<file path="src/rtl/wstq_pkg.sv">
// wstq_pkg: shared types, codes and constants for the work stealing task queues
// used by wstq_ctrl, wstq_dp and work_stealing_task_queues; no dependencies
package wstq_pkg;

    // default configuration of the queue array
    localparam int WORKERS_DEF = 8;
    localparam int DEPTH_DEF   = 1024;

    // fixed field widths
    localparam int MODE_W    = 2;
    localparam int HANDLE_W  = 32;
    localparam int WID_W     = 3;
    localparam int STATUS_W  = 3;
    localparam int PENDING_W = 14;

    // victim mixing and seed
    localparam logic [31:0] MIX_MASK   = 32'hDEAD_BEEF;
    localparam logic [31:0] SEED_RESET = 32'h1234_5678;
    localparam logic [PENDING_W-1:0] PENDING_MAX = 14'd16383;

    // modulo unit: reciprocal multiply, then multiply-subtract, as separate steps
    localparam int MOD_STEPS = 2;
    localparam int MSTEP_W   = $clog2(MOD_STEPS);

    // item modes
    localparam logic [MODE_W-1:0] MODE_SUBMIT   = 2'd0;
    localparam logic [MODE_W-1:0] MODE_FETCH    = 2'd1;
    localparam logic [MODE_W-1:0] MODE_COMPLETE = 2'd2;

    // result status codes
    localparam logic [STATUS_W-1:0] ST_GIVEN     = 3'd0;
    localparam logic [STATUS_W-1:0] ST_NONE      = 3'd1;
    localparam logic [STATUS_W-1:0] ST_ACCEPTED  = 3'd2;
    localparam logic [STATUS_W-1:0] ST_REJECTED  = 3'd3;
    localparam logic [STATUS_W-1:0] ST_COUNTED   = 3'd4;
    localparam logic [STATUS_W-1:0] ST_UNDERFLOW = 3'd5;

    // commands from controller to datapath
    typedef struct packed {
        logic item_load;
        logic exec;
        logic mod_step;
        logic steal;
        logic out_load;
    } wstq_cmd_t;

    // status from datapath to controller
    typedef struct packed {
        logic need_victim;
        logic mod_last;
        logic steal_ok;
        logic out_free;
    } wstq_sts_t;

    // three-stage xorshift of the masked victim counter
    function automatic logic [31:0] wstq_mix(input logic [31:0] ctr);
        logic [31:0] x;
        x = ctr ^ MIX_MASK;
        x = x ^ (x << 13);
        x = x ^ (x >> 17);
        x = x ^ (x << 5);
        return x;
    endfunction

endpackage

</file>
<file path="src/rtl/wstq_ctrl.sv">
// wstq_ctrl: sequencing state machine of the work stealing task queues
// depends on wstq_pkg for the command and status structs
module wstq_ctrl (
    input  logic                aclk,
    input  logic                aresetn,
    input  logic                s_valid,
    output logic                s_ready,
    input  wstq_pkg::wstq_sts_t sts,
    output wstq_pkg::wstq_cmd_t cmd
);
    import wstq_pkg::*;

    typedef enum logic [2:0] {
        ST_IDLE,
        ST_EXEC,
        ST_MOD,
        ST_STEAL,
        ST_RESP
    } state_t;

    state_t state_reg;
    state_t state_next;

    // next state
    always_comb begin
        state_next = state_reg;
        case (state_reg)
            ST_IDLE: begin
                if (s_valid) begin
                    state_next = ST_EXEC;
                end
            end
            ST_EXEC: begin
                state_next = sts.need_victim ? ST_MOD : ST_RESP;
            end
            ST_MOD: begin
                if (sts.mod_last) begin
                    state_next = ST_STEAL;
                end
            end
            ST_STEAL: begin
                state_next = ST_RESP;
            end
            ST_RESP: begin
                if (sts.out_free) begin
                    state_next = ST_IDLE;
                end
            end
            default: begin
                state_next = ST_IDLE;
            end
        endcase
    end

    // state register
    always_ff @(posedge aclk) begin
        if (!aresetn) begin
            state_reg <= ST_IDLE;
        end else begin
            state_reg <= state_next;
        end
    end

    // commands decoded from state
    assign s_ready       = (state_reg == ST_IDLE);
    assign cmd.item_load = (state_reg == ST_IDLE) && s_valid;
    assign cmd.exec      = (state_reg == ST_EXEC);
    assign cmd.mod_step  = (state_reg == ST_MOD);
    assign cmd.steal     = (state_reg == ST_STEAL);
    assign cmd.out_load  = (state_reg == ST_RESP) && sts.out_free;

endmodule

</file>
<file path="config.mk">
export PLATFORM = sky130hd
export DESIGN_NAME = wstq_ctrl
export DESIGN_NICKNAME = d
export VERILOG_FILES = /design/src/rtl/wstq_pkg.sv /design/src/rtl/wstq_ctrl.sv
export SDC_FILE = /design/constraint.sdc
export NUM_CORES = 1
export LEC_CHECK = 0
export ABC_AREA = 1
export ABC_CLOCK_PERIOD_IN_PS = 1050
export BUFFER_PORTS_ARGS = -buffer_cell sky130_fd_sc_hd__buf_2
export CORE_AREA = 4 4 41 43
export DETAILED_ROUTE_END_ITERATION = 8
export DIE_AREA = 0 0 45 47
export SLEW_MARGIN = 40
export SYNTH_ARGS = -nofsm -noshare
export SYNTH_HDL_FRONTEND = slang
export SYNTH_SLANG_ARGS = --single-unit
export TNS_END_PERCENT = 50
</file>
<file path="constraint.sdc">
create_clock -name aclk -period 1.05 [get_ports aclk]
set_input_delay 0.0525 -clock aclk [delete_from_list [all_inputs] [get_ports aclk]]
set_output_delay 0.0525 -clock aclk [all_outputs]
set_load 0.05 [all_outputs]
</file>
# Yosys cells after proc, flatten, opt, wreduce, memory -nomap -nowiden
# Index checks and enable logic that the tools add are counted.
# totals
regBits	3
in_bits	7
wordCells	17
# classes
eq_ne	7
mux	5
reduce_logical	4
# ops
operator	n
one-hot mux 3 bit (5 select lines)	1
2-to-1 mux 3 bit	4
== test 3 x 2 -> 1 bit, second input constant	2
!= test 2 bit, second input constant	3
== test 3 x 1 -> 1 bit, second input constant	1
== test 3 bit, second input constant	1
zero test 3 bit	1
AND reduction 3 bit	1
logical AND 1 bit	2

# Logic depth before layout (Yosys ltp)
# logic_depth
word_depth	3
depth_mapped	6
ltp_nobuf	6

# Worst setup path after synthesis
# No wires, ideal clock.
# synth_path
path_kind	flip-flop to output port
start	reg state_reg[2]
end	out cmd[4] (netlist name)
arrival_ns	1.268
t_required_ns	0.998
slack_ns	-0.270
stages_incl_launch_ff	4
path_cell_list	dfxtp_1 nor2_1 nand2_1 nor2_1
# synth_lines
element	line	text
from (decl)	wstq_ctrl.sv:21	state_t state_reg;
from (signal assigned)	wstq_ctrl.sv:60	state_reg <= state_next;
to (decl)	wstq_ctrl.sv:9	output wstq_pkg::wstq_cmd_t cmd

==> impl_metrics.env <==
export IMPL_status="complete, but fails checks"
export IMPL_violations="setup timing"
export IMPL_timing_final_max_slew_violations=0
export IMPL_grt_usage_pct=6.87
export IMPL_p_switching_mw=0.291
export IMPL_hp_class="in -> reg"
export IMPL_worstSkewPairLatency_ps=240
export IMPL_syn_to_final_growth_pct=109
export IMPL_yosysTopAreaCellShare_pct=32.2
export IMPL_synth_distinct_cells=11
export IMPL_grt_pass1_vias=246
export IMPL_vias=244
export IMPL_port_buffer_count=11
export IMPL_routabilityCongestion=0.754
export IMPL_antenna_found_initial=0
export IMPL_r2r_end="state_reg[0]"
export IMPL_period_minus_slack_ps=1100
export IMPL_synth_top_family_by_area="simple AND/OR/NAND/NOR gates"
export IMPL_final_nets=57
export IMPL_p_sw_share_pct=41.5
export IMPL_final_common_cell="inv_1"
export IMPL_slew_limit_headroom_pct=90.6
export IMPL_drive_gt1_share_pct=63.3
export IMPL_diodes=0
export IMPL_critPathCaptureType="output port"
export IMPL_fp_dieArea_sq_um=2120
export IMPL_setup_slack_ps=-49.0
export IMPL_rrSetupSlack_ps=60
export IMPL_wl_per_cell_um=8.25
export IMPL_post_drt_via_cell_ratio=3.81
export IMPL_syn_nets=38
export IMPL_criticalPathCategory="reg -> out"
export IMPL_cts_buffers=3
export IMPL_totalWireLength_um=528
export IMPL_tightest_slew_ps=140
export IMPL_clockPowerShare_pct=29.9
export IMPL_fill_cells=150
export IMPL_fp_row_count=13
export IMPL_clk_pin_slew_ps=40
export IMPL_die_x_um=45
export IMPL_io_pins=13
export IMPL_leakage_nw=0.195
export IMPL_slowest_delay_ps=350
export IMPL_power_frac_comb_pct=48.6
export IMPL_grt_setup_unrepaired="yes"
export IMPL_setup_violations=5
export IMPL_final_hold_violation_count=0
export IMPL_period_share_pct=105
export IMPL_r2r_start="state_reg[0]"
export IMPL_synth_xor_area_share_pct=0
export IMPL_fp_coreArea_sq_um=1300
export IMPL_powerDensity_nw_per_um2=1800
export IMPL_critPathTopFamily="flip-flops"
export IMPL_h_tree_depth=1
export IMPL_path_max_fanout=3
export IMPL_avgSynthCellArea_sq_um=6.01
export IMPL_critPathLaunch="state_reg[0]"
export IMPL_crit_path_start_kind="flop"
export IMPL_cts_buffer_depth=2
export IMPL_tns_ps=-176
export IMPL_cts_tree="built"
export IMPL_synth_area_leaders="dfxtp_1 32%, inv_1 16%, nor2_1 10%"
export IMPL_intPower_mw=0.410
export IMPL_path_depth=5
export IMPL_ctsHoldBuffers=0
export IMPL_path_cells="inv_2 -> nor2_4 -> inv_2 -> nor2_4 -> buf_8"
export IMPL_clock_fmax_mhz=910
export IMPL_drt_iter0_markers=1
export IMPL_cts_root_buffer="clkbuf_4"
export IMPL_grt_start_max_net_pins=6
export IMPL_start_util_pct=14.3
export IMPL_holdPathStages=3
export IMPL_synthMuxAreaShare_pct=0
export IMPL_seqPwrFrac_pct=21.5
export IMPL_dp_hpwl_um=388
export IMPL_netlist_area_sq_um=186
export IMPL_synthCells=31
export IMPL_synth_largest_area_cell="dfxtp_1"
export IMPL_detail_route_antenna_nets=0
export IMPL_synth_simple_area_share_pct=37.6
export IMPL_gr_total_overflow=0
export IMPL_required_ps=1000
export IMPL_synthAdderAreaFrac_pct=0
export IMPL_synth_compound_area_share_pct=10.1
export IMPL_slowest_stage="dfxtp_4"
export IMPL_worst_clock_skew_ps=0.453
export IMPL_final_cell_mix="7 x inv_1, 5 x buf_2, 5 x buf_6"
export IMPL_ys_seq_elements=3
export IMPL_final_util_pct=29.9
export IMPL_vdd_drop_max_mv=0.735
export IMPL_die_h_um=47
export IMPL_endpoint="cmd[3]"
export IMPL_largest_reg_flops=3
export IMPL_multiInputGateArea_sq_um=116
export IMPL_yosysSeqAreaShare_pct=32.2
export IMPL_arrival_ps=1050
export IMPL_yosysWarnings=0
export IMPL_cap_violations=0
export IMPL_first_pass_iters=2
export IMPL_cts_sinks=3
export IMPL_worst_r2r_cell_count=6
export IMPL_grt_pass1_wl_um=972
export IMPL_path_buf_inv=3
export IMPL_regArea_sq_um=68.8
export IMPL_drc_errors=0
## power groups by stage
stage | combinational [mW] | clock [mW] | sequential, mW
floorplan | 0.196 | 0 | 0.141
global placement | 0.262 | 0 | 0.141
detailed placement | 0.264 | 0 | 0.140
CTS | 0.334 | 0.221 | 0.149
global route | 0.369 | 0.234 | 0.154
finish | 0.340 | 0.210 | 0.151
## kinds of logic (layout without fill, tap and decap cells)
family / count (synthesis) / after routing
AND/OR/NAND/NOR: 15 / 15
flip-flops: 3 / 3
buffers and inverters: 10 / 28
AO/OA/AOI/OAI: 3 / 3
## through the flow
step	instance area, sq um	power [mW]	hold slack, ps	instances	worst slack, ps
after floorplan	196	0.337	205	31	-179
after global placement	285	0.403	317	59	37.8
after detailed placement	285	0.404	321	59	47.1
after CTS	383	0.704	68.6	64	-64.9
after global routing	389	0.757	71.7	64	-118
final	389	0.701	70.7	64	-49.0
## synth_stat cells
cell type and count:
nand4_1 2, inv_2 2, a21oi_2 1, inv_1 8
o21ai_0 1, nor2_1 5, nor2_2 2, a21oi_1 1
dfxtp_1 3, nand2_1 3, nand3_1 3
## area by class of cell
type	instances	share of cell area [%]
inverters	10	10.3
clock buffers	4	6.75
flip-flops and latches	3	17.7
multi-input cells	18	29.9
repair buffers	14	30.5
well taps	15	4.82
## layer usage
layer	vias up	track usage [%]	share of wire, %
li1	130	-	-
met3	0	5.75	11
met1	105	7.95	39
met4	0	3.51	0
met2	9	8.76	49
met5	-	0	0
## how the worst min path moves through the flow
stage | from | endpoint | slack (ps)
floorplan | sts[3] | state_reg[1] | 200
global placement | aresetn | state_reg[1] | 320
detailed placement | aresetn | state_reg[0] | 320
CTS | sts[3] | state_reg[1] | 70
global route | sts[3] | state_reg[1] | 70
finish | sts[3] | state_reg[1] | 70
## worst min-delay path: cells and delay by family
family	cells	cell delay (ps)
AOI/OAI and AO/OA	1	40
buffers and inverters	1	100
and+or+nand+nor	1	70
## timing repair
item,CTS,global route
cloned,0,0
endpoints found under the hold margin,0,0
endpoints found under the setup margin,6,7
setup buffers,1,0
pin swaps,1,2
gates resized for setup,23,2
(Power assumes the default switching activity.)
